===== config.mk =====
export PLATFORM = sky130hd
export DESIGN_NAME = bce_mul_div
export DESIGN_NICKNAME = d
export VERILOG_FILES = /design/src/hdl/bce_pkg.sv /design/src/hdl/bce_mul_div.sv
export SDC_FILE = /design/constraint.sdc
export NUM_CORES = 1
export LEC_CHECK = 0
export BUFFER_PORTS_ARGS = -buffer_cell sky130_fd_sc_hd__buf_2
export CELL_PAD_IN_SITES_DETAIL_PLACEMENT = 0
export CELL_PAD_IN_SITES_GLOBAL_PLACEMENT = 1
export CORE_MARGIN = 5
export CORE_UTILIZATION = 44
export DETAILED_ROUTE_END_ITERATION = 8
export HOLD_SLACK_MARGIN = 0.1
export PLACE_DENSITY = 0.81
export SYNTH_ARGS = -nofsm -noshare
export SYNTH_HDL_FRONTEND = slang
export SYNTH_SLANG_ARGS = --single-unit

===== constraint.sdc =====
create_clock -name clk -period 11.71 [get_ports clk]
set_input_delay 1.7565 -clock clk [delete_from_list [all_inputs] [get_ports clk]]
set_output_delay 1.7565 -clock clk [all_outputs]
set_load 0.05 [all_outputs]

===== src/hdl/bce_pkg.sv =====
// bce_pkg: widths, command codes and the request type shared by the binomial coefficient engine
// depends on nothing; imported by the channel interfaces, the multiply-divide unit and the top level
package bce_pkg;

    localparam int COEF_W = 60;            // coefficient width
    localparam int IDX_W  = 6;             // row, column and position width
    localparam int MULT_W = 6;             // numerator term n - i
    localparam int DIV_W  = 7;             // denominator term i + 1, up to 64
    localparam int PROD_W = COEF_W + MULT_W; // full product never overflows
    localparam int CNT_W  = 7;             // bit counter over the PROD_W bits of each phase

    localparam logic [CNT_W-1:0] LAST_BIT = CNT_W'(PROD_W - 1);

    // command codes on the cmd channel
    typedef enum logic
    {
        CMD_SINGLE = 1'b0,
        CMD_ROW    = 1'b1
    } bce_cmd_t;

    // request from the sequencer to the serial multiply-divide unit
    typedef struct packed {
        logic              start;
        logic [MULT_W-1:0] mult;
        logic [DIV_W-1:0]  divisor;
    } bce_req_t;

endpackage


===== src/hdl/bce_mul_div.sv =====
// bce_mul_div: bit-serial exact (v * m) / d, serial multiply then restoring divide
// depends on bce_pkg
module bce_mul_div
    import bce_pkg::*;
(
    input  logic              clk,
    input  logic              rst_n,
    input  bce_req_t          req,
    input  logic [COEF_W-1:0] operand,
    output logic              done,
    output logic [COEF_W-1:0] result
);

    typedef enum logic [2:0] {
        PH_IDLE = 3'b001,
        PH_MUL  = 3'b010,
        PH_DIV  = 3'b100
    } phase_t;

    phase_t            phase_reg, phase_next;
    logic [CNT_W-1:0]  cnt_reg, cnt_next;
    logic              done_reg, done_next;
    logic [PROD_W-1:0] acc_reg, acc_next;
    logic [MULT_W-1:0] carry_reg, carry_next;
    logic [MULT_W-1:0] rem_reg, rem_next;
    logic [MULT_W-1:0] mult_reg, mult_next;
    logic [DIV_W-1:0]  div_reg, div_next;

    logic [MULT_W:0]   sum;
    logic [DIV_W-1:0]  trial;
    logic              q_bit;
    logic [DIV_W-1:0]  trial_diff;

    // one product bit per cycle, lsb first
    assign sum = (acc_reg[0] ? {1'b0, mult_reg} : '0) + {1'b0, carry_reg};

    // one quotient bit per cycle, msb first
    assign trial      = {rem_reg, acc_reg[PROD_W-1]};
    assign q_bit      = (trial >= div_reg);
    assign trial_diff = trial - div_reg;

    always_comb
    begin
        phase_next = phase_reg;
        cnt_next   = cnt_reg;
        done_next  = 1'b0;
        acc_next   = acc_reg;
        carry_next = carry_reg;
        rem_next   = rem_reg;
        mult_next  = mult_reg;
        div_next   = div_reg;
        unique case (phase_reg)
            PH_IDLE:
            begin
                if (req.start)
                begin
                    phase_next = PH_MUL;
                    cnt_next   = '0;
                    acc_next   = {{MULT_W{1'b0}}, operand};
                    carry_next = '0;
                    mult_next  = req.mult;
                    div_next   = req.divisor;
                end
            end
            PH_MUL:
            begin
                acc_next   = {sum[0], acc_reg[PROD_W-1:1]};
                carry_next = sum[MULT_W:1];
                cnt_next   = cnt_reg + 1'b1;
                if (cnt_reg == LAST_BIT)
                begin
                    phase_next = PH_DIV;
                    cnt_next   = '0;
                    rem_next   = '0;
                end
            end
            PH_DIV:
            begin
                acc_next = {acc_reg[PROD_W-2:0], q_bit};
                rem_next = q_bit ? trial_diff[MULT_W-1:0] : trial[MULT_W-1:0];
                cnt_next = cnt_reg + 1'b1;
                if (cnt_reg == LAST_BIT)
                begin
                    phase_next = PH_IDLE;
                    done_next  = 1'b1;
                end
            end
            default:
            begin
                phase_next = PH_IDLE;
            end
        endcase
    end

    always_ff @(posedge clk or negedge rst_n)
    begin
        if (!rst_n)
        begin
            phase_reg <= PH_IDLE;
            cnt_reg   <= '0;
            done_reg  <= 1'b0;
        end
        else
        begin
            phase_reg <= phase_next;
            cnt_reg   <= cnt_next;
            done_reg  <= done_next;
        end
    end

    always_ff @(posedge clk)
    begin
        acc_reg   <= acc_next;
        carry_reg <= carry_next;
        rem_reg   <= rem_next;
        mult_reg  <= mult_next;
        div_reg   <= div_next;
    end

    assign done   = done_reg;
    assign result = acc_reg[COEF_W-1:0];

endmodule


### Word-level counts from Yosys, hierarchy flattened

Index checks and enable logic that the tools add are counted.

* add/sub/neg operators: 3
* magnitude comparators: 1
* equality and inequality tests: 7
* multiplexer cells: 17
* reduce and logical (&&, ||, !) cells: 8

Operator list (count)
* 66-bit case mux with 3 select lines: 1
* 66-bit two-way mux: 1
* 6-bit two-way mux: 4
* 6-bit case mux with 2 select lines: 2
* 7-bit case mux with 3 select lines: 1
* 7-bit two-way mux: 2
* 3-bit two-way mux: 3
* 3-bit case mux with 3 select lines: 1
* 2-bit AND reduction: 4
* 6-bit by 6-bit adder with 7-bit output: 1
* 7-bit by 1-bit adder with 7-bit output (second input constant): 1
* 7-bit == test (second input constant): 1
* 7-bit greater-or-equal comparator: 1
* 2-bit != test (second input constant): 3
* 6-bit subtractor: 1
* 2-bit nonzero test: 2
* 3-bit by 1-bit == test with 1-bit output (second input constant): 1
* 3-bit by 2-bit == test with 1-bit output (second input constant): 1
* 3-bit == test (second input constant): 1
* 3-bit AND reduction: 1
* 3-bit nonzero test: 1
* 1-bit two-way mux: 2

* register bits after elaboration: 102
* logic and storage cells: 44

### Depth between registers and ports, before layout

Gate-level depths: netlist (run 1).

* depth in word-level cells: 3
* mapped depth: 8
* gate-level depth less buffers: 8

### Least setup slack after synthesis (run 1)

Ideal clock, no wire load.

* kind: in2reg
* start: in req[13] in the netlist's numbering
* end: reg cnt_reg[6]
* setup time: 86 ps
* data arrival time: 4839 ps
* required time: 11624 ps
* slack: 6785 ps
* stages on the path: 5
* path buffers: 0
* path through: nand3b_1 > a31oi_2 > nand4_1 > mux2i_1 > nor3_1

* cells in the longest elaborated chain, start to end: 2

RTL lines
* from (decl): line bce_mul_div.sv:8 `input bce_req_t req,`
* 2-bit != test (no source line)
* 2-bit AND reduction (no source line)
* to (signal assigned): line bce_mul_div.sv:106 `cnt_reg <= cnt_next;`
* to (decl): line bce_mul_div.sv:21 `logic [CNT_W-1:0] cnt_reg, cnt_next;`

No other way between the ends.
A chain may end at the register's enable or synchronous reset.

### Final worst setup path (run 1)

Ends and elaborated chain as after synthesis.

==> impl_results.md, run 1 <==
* Total Routing Usage GR at between 15 and 20%
* Critical-path maximum fanout at 73
* Sequential share of power at between 40% and 50%
* Worst-Skew Late Latency at between 300 and 400 ps
* Overflow after GRT at 0
* Setup ws final at 8380 ps
* Final period util at 28.5%
* RePlAce Congestion at just over 0.8
* Residual DRC count at 0
* Count of different cell masters after synthesis at between 40 and 50
* Detail Placement HPWL at about 8.6 mm
* DIE HEIGHT at between 100 and 150 um
* Post-synth EDFFs at 91
* P_leak at approximately 2.7 nW
* H-tree depth at 3
* Family with the most delay on the worst path: buffers and inverters
* First-pass GRT wire length at 20.1 mm
* Max_cap viols at 0
* Antenna Nets Post-Route at 0
* Mapped Area at 5420 um^2
* Layout fillers at 1110
* Share of cells above drive strength 1 at 27.5%
* Total number of yosys warnings at 0
* Critical path capture point type: register
* Post-CTS Resized at 0
* Yosys reg bits at about 100
* Die area at about 15000 um^2
* RSZ-0062 raised after global routing: false
* Switching pwr at 740 uW
* CP startpoint: req[13]
* Measured slew at the worst slew-check pin at 1130 ps
* Final hold vios at 0
* Post-Syn Nets at 597
* Hold Crit Class: register to register
* Critical path's slowest cell: buf_4
* Clock Tree Buf Depth at 2
* Status: finished clean
* Top post-synthesis cells by area: edfxtp_1 (50%), nand2_1 (8.5%), a22oi_1 (8.3%)
* CTS tree: done
* Hold_sp: cnt_reg[0]
* Synth Flop Type: edfxtp_1
* Ys async rst share at a little over a tenth
* Max-slew headroom at approximately 24%
* Cell Int Power at 900 uW
* # setup viols final at 0
* Pre-CTS setup slack at 7940 ps
* WS Path Type: primary input to register
* CTS buffer count at 9
* DR vias at 3927
* Combinational share of power at 40.7%
* Proportion of netlist area held by the largest area contributor at 50.4%
* Type of origin of the critical path: primary input
* PwrDens at between 200 and 300 nW/um^2
* Critical Path RT at between 10000 and 15000 ps
* Max FFs per register at 66
* Post-synth top area cell: edfxtp_1
* DRT iter0 DRCs at 302
* Vias in the first global route at around 4000
* CTS sink count at 102
* Core area at 12100 um^2
* Setup Buffers After CTS at 0
* Vias per cell at 5.26
* Post-synthesis cell count at around 500
* Multi-input logic area at 1870 um^2
* Register area at 3010 um^2
* Power share of the clock group at 18.2%
* Maximum number of pins on one net before global-route repair at 74
* Post-CTS Hold Buffers at 0
* Commonest non-fill, non-tap cells in the layout: buf_2 (136), nand2_1 (123), edfxtp_1 (91), a22oi_1 (60), ha_1 (15)
* Die Width at 121 um
* Sw frac at 45.1%
* Final Skew at 8.82 ps
* IO buf count at between 100 and 150
* Critical path, cell by cell: buf_2 -> nand3b_1 -> a31oi_4 -> buf_4 -> nand4_1 -> mux2i_1 -> nor3_1
* Initial DRT Pass Iterations at 5
* Post-layout min period at 3330 ps
* Initial Util at 45.0%
* Antenna Cells at 0
* Setup TNS at 0 ps
* Max incr delay on CP at 700 ps
* Avg Synthesized Cell Area at ~11 um^2
* I/O pin count at 137
* CP bufs+invs at 2
* Worst EP arrival at roughly 3600 ps
* Initial antenna violation count at 1
* Sequential-to-total area share from yosys stat at 55.5%
* Final wirelength at 12.4 mm
* Peak VDD IR at around 150 uV
* Syn-to-layout area delta at 13.0%
* Routed length per instance at 16.6 um
* FMAX at 300 MHz
* Clk slew on worst S/H paths at 70 ps
* Commonest non-fill, non-tap cell in the layout: buf_2
* Hold Slack at 539 ps
* Max-slew violation count at 0
* Nets@finish at approximately 670
* Reg2reg start: phase_reg[2]
* Std-Cell Rows at 40
* CTS Root Cell: clkbuf_16
-- cell families after synthesis --
group,after synthesis,share of synthesized area [%]
compound gates,103,13.5
xor+xnor,9,1.45
fa+ha+maj,17,4.20
buf+inv,93,10.7
flops,102,55.5
mux,2,0.369
simple gates,178,14.3
-- final timing paths --
kind | end | slack [ps] | cells after the start
min | cnt_reg[0] | 540 | 1
min in group asynchronous | cnt_reg[1] | 1270 | 1
max reg2reg | acc_reg[29] | 8630 | 7
max | cnt_reg[6] | 8380 | 7
max in group asynchronous | phase_reg[0] | 10170 | 1
min reg2reg | cnt_reg[0] | 540 | 1
-- per-stage QoR --
stage / area, um^2 / cells / power [mW] / utilization [%]
5_1_grt: 6130 / 746 / 1.73 / 50.8
6_report: 6130 / 746 / 1.64 / 50.8
3_5_place_dp: 5840 / 730 / 1.35 / 48.4
3_3_place_gp: 5840 / 730 / 1.34 / 48.4
4_1_cts: 6130 / 746 / 1.65 / 50.8
2_1_floorplan: 5420 / 504 / 1.27 / -
-- layer usage --
metal  wire length (um)  vias to the layer above  GRT usage (%)
met4                168                        2           4.04
met2               5930                      123           27.0
met3                799                       13           5.87
met5                 13                        -              0
met1               5490                     1901           23.2
li1                   -                     1888              -
-- layout make-up --
class | instances | area share (%)
multi-input cells | 309 | 30.4
clock buffers | 12 | 4.02
repair buffers | 140 | 11.6
inverters | 11 | 0.673
well taps | 168 | 3.43
clock inverters | 4 | 0.776
flip-flops and latches | 102 | 49.1
-- synthesized netlist by cell type (5+ instances only) --
master,n
and2_1,8
a22oi_1,60
ha_1,15
inv_1,10
clkbuf_1,18
nand2b_1,6
edfxtp_1,91
buf_4,60
o21ai_0,9
a22o_1,5
xor2_1,5
nand2_1,123
dfrtp_1,10
nor2_1,15
a21oi_1,11
-- power by group through the flow --
stage               combinational (mW)  clock (mW)  sequential (mW)
floorplan                        0.628           0            0.644
global placement                 0.663           0            0.676
detailed placement               0.674           0            0.678
CTS                              0.675       0.307            0.673
global route                     0.718       0.323            0.688
finish                           0.668       0.299            0.673
-- worst reg2reg max path, stage by stage, from the launching register on --
cell     delay (ps)
dfrtp_1         480
inv_2           120
nor3_4          860
buf_4           610
nor2_4          200
buf_4           320
nand2_1         170
nand2_1          70
(Power assumes the default switching activity.)
==> inputs of run 2 (changes only) <==
CORE_UTILIZATION = 37   (was 44)
PLACE_DENSITY = 0.72   (was 0.81)
clock period = 2.9 ns   (was 11.71 ns; I/O delays follow)
==> run 2 against run 1 <==
  * Final cell count is 2.7% higher
  * Clock skew fell by 1.1 ps
  * Core utilization decreased by 8.0 points
  * Wire length is 3.4% higher
  * Power grew to 4.1 times the previous value
  * Largest cell class unchanged
  * Combinational power increased to 4.2 times the previous value
==> impl_results.md, run 2 (synthesis results as in run 1) <==
* IO buf count at 136 (unchanged)
* DR vias at 3912 (-0.38%)
* First-pass GRT wire length at 20.3 mm (+1.2%)
* Commonest non-fill, non-tap cells in the layout: buf_2 (136), nand2_1 (123), edfxtp_1 (91), a22oi_1 (60), ha_1 (15)
* Reg2reg start: rem_reg[2]
* Initial DRT Pass Iterations at 4 (-1)
* Vias in the first global route at 3987 (+1.4%)
* Syn-to-layout area delta at 14.4%
* Clk slew on worst S/H paths at 70 ps (about the same)
* Critical Path RT at 2980 ps (-8990 ps)
* Post-layout min period at between 2000 and 2500 ps
* RSZ-0062 raised after global routing: false
* Critical-path maximum fanout at 6 (-92%)
* Residual DRC count at 0 (unchanged)
* Nets@finish at 671 (+0.75%)
* Initial Util at 37.5% (-7.5 points)
* Initial antenna violation count at 0 (-1)
* Share of cells above drive strength 1 at 28.2% (+0.67 points)
* Std-Cell Rows at 44 (+10%)
* Hold depth at 1 (unchanged)
* Hold_sp: req[2]
* RePlAce Congestion at 0.829 (+1.5%)
* Detail Placement HPWL at 8.97 mm (+3.9%)
* CTS Root Cell: clkbuf_16
* Type of origin of the critical path: register
* Setup TNS at 0 ps (unchanged)
* P_leak at 2.70 nW (about the same)
* R2R cell count at 6 (-1)
* Routed length per instance at 16.7 um (+0.66%)
* PwrDens at 1080 nW/um^2 (+310%)
* Maximum number of pins on one net before global-route repair at 53 (-28%)
* Measured slew at the worst slew-check pin at 729 ps (-403 ps)
* Hold Crit Class: primary input to register
* Max-slew headroom at 51.4% (+27 points)
* Max-slew violation count at 0 (unchanged)
* Total Routing Usage GR at 15.1% (-2.1 points)
* Status: finished clean
* Die area at 17200 um^2 (+17%)
* Final cell utilization of the core at 42.9% (-8.0 points)
* Antenna Cells at 0 (unchanged)
* Peak VDD IR at 484 uV (+230%)
* Critical path capture point type: register
* Final period util at 77.2%
* Worst-Skew Late Latency at 350 ps (about the same)
* Max_cap viols at 0 (unchanged)
* # setup viols final at 0 (unchanged)
* FMAX at 447 MHz
* Worst Hold Path EP: div_reg[2]
* RR Endpoint: acc_reg[0]
* Setup Buffers After CTS at 0 (unchanged)
* Final hold vios at 0 (unchanged)
* WS Path Type: register to register
* DRT iter0 DRCs at 246 (-19%)
* Final wirelength at 12.8 mm (+3.4%)
* Core area at 14500 um^2 (+20%)
* CTS tree: done
* Hold Slack at 260 ps (-279 ps)
* Max FFs per register at 66 (unchanged)
* Post-layout power at 6.73 mW (+310%)
* Internal reg-to-reg setup slack at 660 ps (-7970 ps)
* H-tree depth at 3 (unchanged)
* CTS buffer count at 9 (unchanged)
* DIE HEIGHT at 131 um (+8.3%)
* Clock Tree Buf Depth at 2 (unchanged)
* I/O pin count at 137 (unchanged)
* Overflow after GRT at 0 (unchanged)
* Final Skew at 7.75 ps (-1.06 ps)
* Die Width at 131 um (+8.3%)
* CTS sink count at 102 (unchanged)
* Commonest non-fill, non-tap cell in the layout: buf_2
* Antenna Nets Post-Route at 0 (unchanged)
* CP startpoint: rem_reg[2]
* Vias per cell at 5.11 (-3.0%)
* Worst EP arrival at 2320 ps (-1280 ps)
-- run 2: cell types whose count changed in the layout (fill, tap and decap cells not counted), sizes merged --
cell,change
clkbuf,-2
inv,+2
dlygate4sd3,+1
clkinv,-1
buf,+4
-- run 2: cell type report --
cell class              instances  area, um^2
repair buffers                145         763
flip-flops and latches        102        3010
fillers                      1438        8270
multi-input cells             309        1870
clock buffers                  10         229
clock inverters                 5        67.6
inverters                      11        41.3
well taps                     184         230
-- run 2: layer usage --
| layer | wire [um] | track usage (%) | up-vias | part of all wire [%] |
|---|---|---|---|---|
| met2 | 5920 | 23.1 | 112 | 46 |
| li1 | - | - | 1902 | - |
| met4 | 142 | 5.32 | 0 | 1.1 |
| met5 | 0 | 0 | - | 0 |
| met1 | 5790 | 19.8 | 1888 | 45 |
| met3 | 971 | 5.67 | 10 | 7.6 |
-- run 2: report_power, final --
group          switching, mW  total, mW  internal [mW]
Clock                  0.554       1.23          0.678
Combinational           2.12       2.80          0.679
Sequential             0.391       2.70           2.31
Total                   3.07       6.73           3.66
-- run 2: worst max-delay path by stage --
stage,to,cells after the start
global placement,carry_reg[5],8
detailed placement,carry_reg[5],8
global route,rem_reg[4],6
CTS,carry_reg[5],8
finish,acc_reg[0],6
floorplan,cnt_reg[6],5
-- run 2: worst max-delay path, stage by stage, from the launching register on --
cell and delay (ps):
edfxtp_1 400, ha_1 370, a21o_1 180, a21oi_1 250
a21oi_1 200, nor2_1 410, o21ai_0 160
-- run 2: per-stage QoR --
step / setup WS [ps] / cell area [um^2] / std cells
after floorplan: 149 / 5430 / 504
after global placement: 749 / 5900 / 750
after detailed placement: 704 / 5900 / 750
after CTS: 696 / 6210 / 766
after global routing: 475 / 6210 / 766
final: 661 / 6210 / 766
-- run 2: what timing repair did --
item	in CTS	in global routing
hold buffers	1	0
gates resized for setup	0	0
endpoints found under the hold margin	10	0
setup endpoints to repair	0	0
==> inputs of run 3 (changes only) <==
clock period = 1.96 ns   (was 2.9 ns; I/O delays follow)
==> run 3 against run 2 <==
  * Clock power increased by 58%
  * Global-route usage increased by 0.13 points
  * Fmax increased by 17%
  * Critical endpoint is now carry_reg[5]
  * Highest routed layer unchanged
==> impl_results.md, run 3 (synthesis results as in run 1) <==
* Final hold vios at 0 (unchanged)
* Internal reg-to-reg setup slack at 40 ps (-620 ps)
* Core area at 14500 um^2 (unchanged)
* Max-slew headroom at 73.4% (+22 points)
* DR vias at 3988 (+1.9%)
* Routed length per instance at 16.8 um (+0.30%)
* Non-Filler Instances at 784 (+2.3%)
* Hold_sp: req[11]
* Sw frac at 44.6% (-1.0 points)
* Worst-Skew Late Latency at 350 ps (about the same)
* Maximum number of pins on one net before global-route repair at 50 (-5.7%)
* RSZ-0062 raised after global routing: true
* CP startpoint: acc_reg[0]
* Crit path to: carry_reg[5]
* RePlAce Congestion at 0.821 (-0.92%)
* Pre-CTS setup slack at -78.2 ps (-783 ps)
* Type of origin of the critical path: register
* Share of cells above drive strength 1 at 33.0% (+4.8 points)
* CTS sink count at 102 (unchanged)
* Max-slew violation count at 0 (unchanged)
* Switching pwr at 4.57 mW (+49%)
* Layout fillers at 1377 (-4.2%)
* Critical-path maximum fanout at 2 (-4)
* Final instance area at 6520 um^2 (+5.1%)
* Initial antenna violation count at 0 (unchanged)
* DIE HEIGHT at 131 um (unchanged)
* Multi-input logic area at 1970 um^2 (+5.6%)
* PwrDens at 1570 nW/um^2 (+45%)
* WS Path Type: register to register
* IO buf count at 136 (unchanged)
* P_leak at 2.84 nW (+5.3%)
* CTS buffer count at 9 (unchanged)
* RR Endpoint: carry_reg[5]
* Peak VDD IR at 915 uV (+89%)
* Reg2reg start: acc_reg[0]
* Die Width at 131 um (unchanged)
* Final wirelength at 13.2 mm (+2.7%)
* Critical Path RT at 2060 ps (-920 ps)
* First-pass GRT wire length at 20.3 mm (about the same)
* Commonest non-fill, non-tap cells in the layout: buf_2 (136), nand2_1 (123), edfxtp_1 (91), a22oi_1 (60), buf_4 (18)
* Vias in the first global route at 3901 (-2.2%)
* Total Routing Usage GR at 15.3% (+0.13 points)
* Initial Util at 37.5% (unchanged)
* Max_cap viols at 0 (unchanged)
* Hold depth at 1 (unchanged)
* Std-Cell Rows at 44 (unchanged)
* Residual DRC count at 0 (unchanged)
* Sequential share of power at 38.9% (-1.2 points)
* Vias per cell at 5.09 (-0.40%)
* CTS tree: done
* Final period util at 98.0% (+21 points)
* Combinational share of power at 42.1% (+0.5 points)
* DRT iter0 DRCs at 222 (-9.8%)
* Post-layout min period at 1920 ps (-318 ps)
* Placed Instance Area at 6060 um^2 (+2.7%)
* Hold Crit Class: primary input to register
* DP Cell Count at 764 (+1.9%)
* Overflow after GRT at 0 (unchanged)
* Antenna Nets Post-Route at 0 (unchanged)
* Hold Slack at 122 ps (-138 ps)
* H-tree depth at 3 (unchanged)
* R2R cell count at 8 (+2)
* Measured slew at the worst slew-check pin at 398 ps (-332 ps)
* Setup ws final at 38.7 ps (-622 ps)
* Antenna Cells at 0 (unchanged)
* Detail Placement HPWL at 9.49 mm (+5.8%)
* Status: finished clean
* CTS Root Cell: clkbuf_16
* Register area at 3010 um^2 (unchanged)
* Commonest non-fill, non-tap cell in the layout: buf_2
* Clk slew on worst S/H paths at 70 ps (about the same)
* Power share of the clock group at 19.0% (+0.7 points)
* I/O pin count at 137 (unchanged)
* Cell Int Power at 5.68 mW (+55%)
* Final Skew at 6.04 ps (-1.72 ps)
* Final cell utilization of the core at 45.0% (+2.2 points)
* Critical path capture point type: register
* Nets@finish at 688 (+2.5%)
* Max FFs per register at 66 (unchanged)
* Initial DRT Pass Iterations at 4 (unchanged)
* # setup viols final at 0 (unchanged)
* Worst EP arrival at 2020 ps (-300 ps)
* Syn-to-layout area delta at 20.3%
* Die area at 17200 um^2 (unchanged)
* FMAX at 520 MHz (+17%)
* Clock Tree Buf Depth at 2 (unchanged)
[run 3: cell types whose count changed in the layout (fill, tap and decap cells not counted), moves of 2 or more]
| cell | delta |
|---|---|
| a21oi_2 | +2 |
| buf_4 | +11 |
| buf_12 | +4 |
| ha_4 | +3 |
| and2_1 | -2 |
| buf_6 | +2 |
| ha_1 | -3 |
| a21oi_4 | +2 |
| a21oi_1 | -4 |
| o31ai_2 | +2 |
| and2_4 | +2 |
| o31ai_1 | -2 |
[run 3: timing repair]
item                       CTS  global route
pin swaps                    2             4
gates resized for setup      7            13
hold buffers                 1             0
setup buffers                1             2
hold endpoints to repair    11             0
setup endpoints to repair    5            30
[run 3: through the flow]
step / power (mW) / setup TNS (ps)
finish: 10.3 / 0
global route: 10.8 / -359
CTS: 10.3 / 0
detailed placement: 8.31 / -135
global placement: 8.25 / 0
floorplan: 7.60 / -32860
[run 3: area by class of cell]
cell class	count	share of cell area [%]
repair buffers	162	14.5
clock inverters	7	1.52
flip-flops and latches	102	46.1
inverters	11	0.633
clock buffers	9	3.45
multi-input cells	309	30.2
well taps	184	3.53
[run 3: layer usage]
metal  GRT usage [%]  wire length, um  up-vias
li1                -                -     1931
met1            20.4             5700     1931
met2            23.9             6330      113
met3            5.27              983       13
met4            3.99              142        0
met5               0                0        -
[run 3: worst min-delay path by stage]
| stage | end | slack (ps) |
|---|---|---|
| 6_report | mult_reg[4] | 120 |
| 5_1_grt | mult_reg[3] | 110 |
| 4_1_cts | mult_reg[4] | 100 |
| 3_5_place_dp | cnt_reg[5] | 180 |
| 3_3_place_gp | cnt_reg[5] | 170 |
| 2_1_floorplan | cnt_reg[0] | -2 |
[run 3: critical path: stages, from the launching register on]
cell	delay, ps
edfxtp_1	410
and2_4	170
ha_4	150
fa_2	330
a21o_1	170
a21oi_2	170
o21bai_1	80
a21oi_1	130
nor2_1	50
[run 3: power by group through the flow]
stage,combinational (mW),sequential [mW],clock (mW)
after floorplan,3.77,3.83,0
after global placement,4.24,4.01,0
after CTS,4.33,3.99,2.00
after detailed placement,4.29,4.02,0
final,4.32,3.99,1.94
after global routing,4.65,4.09,2.09
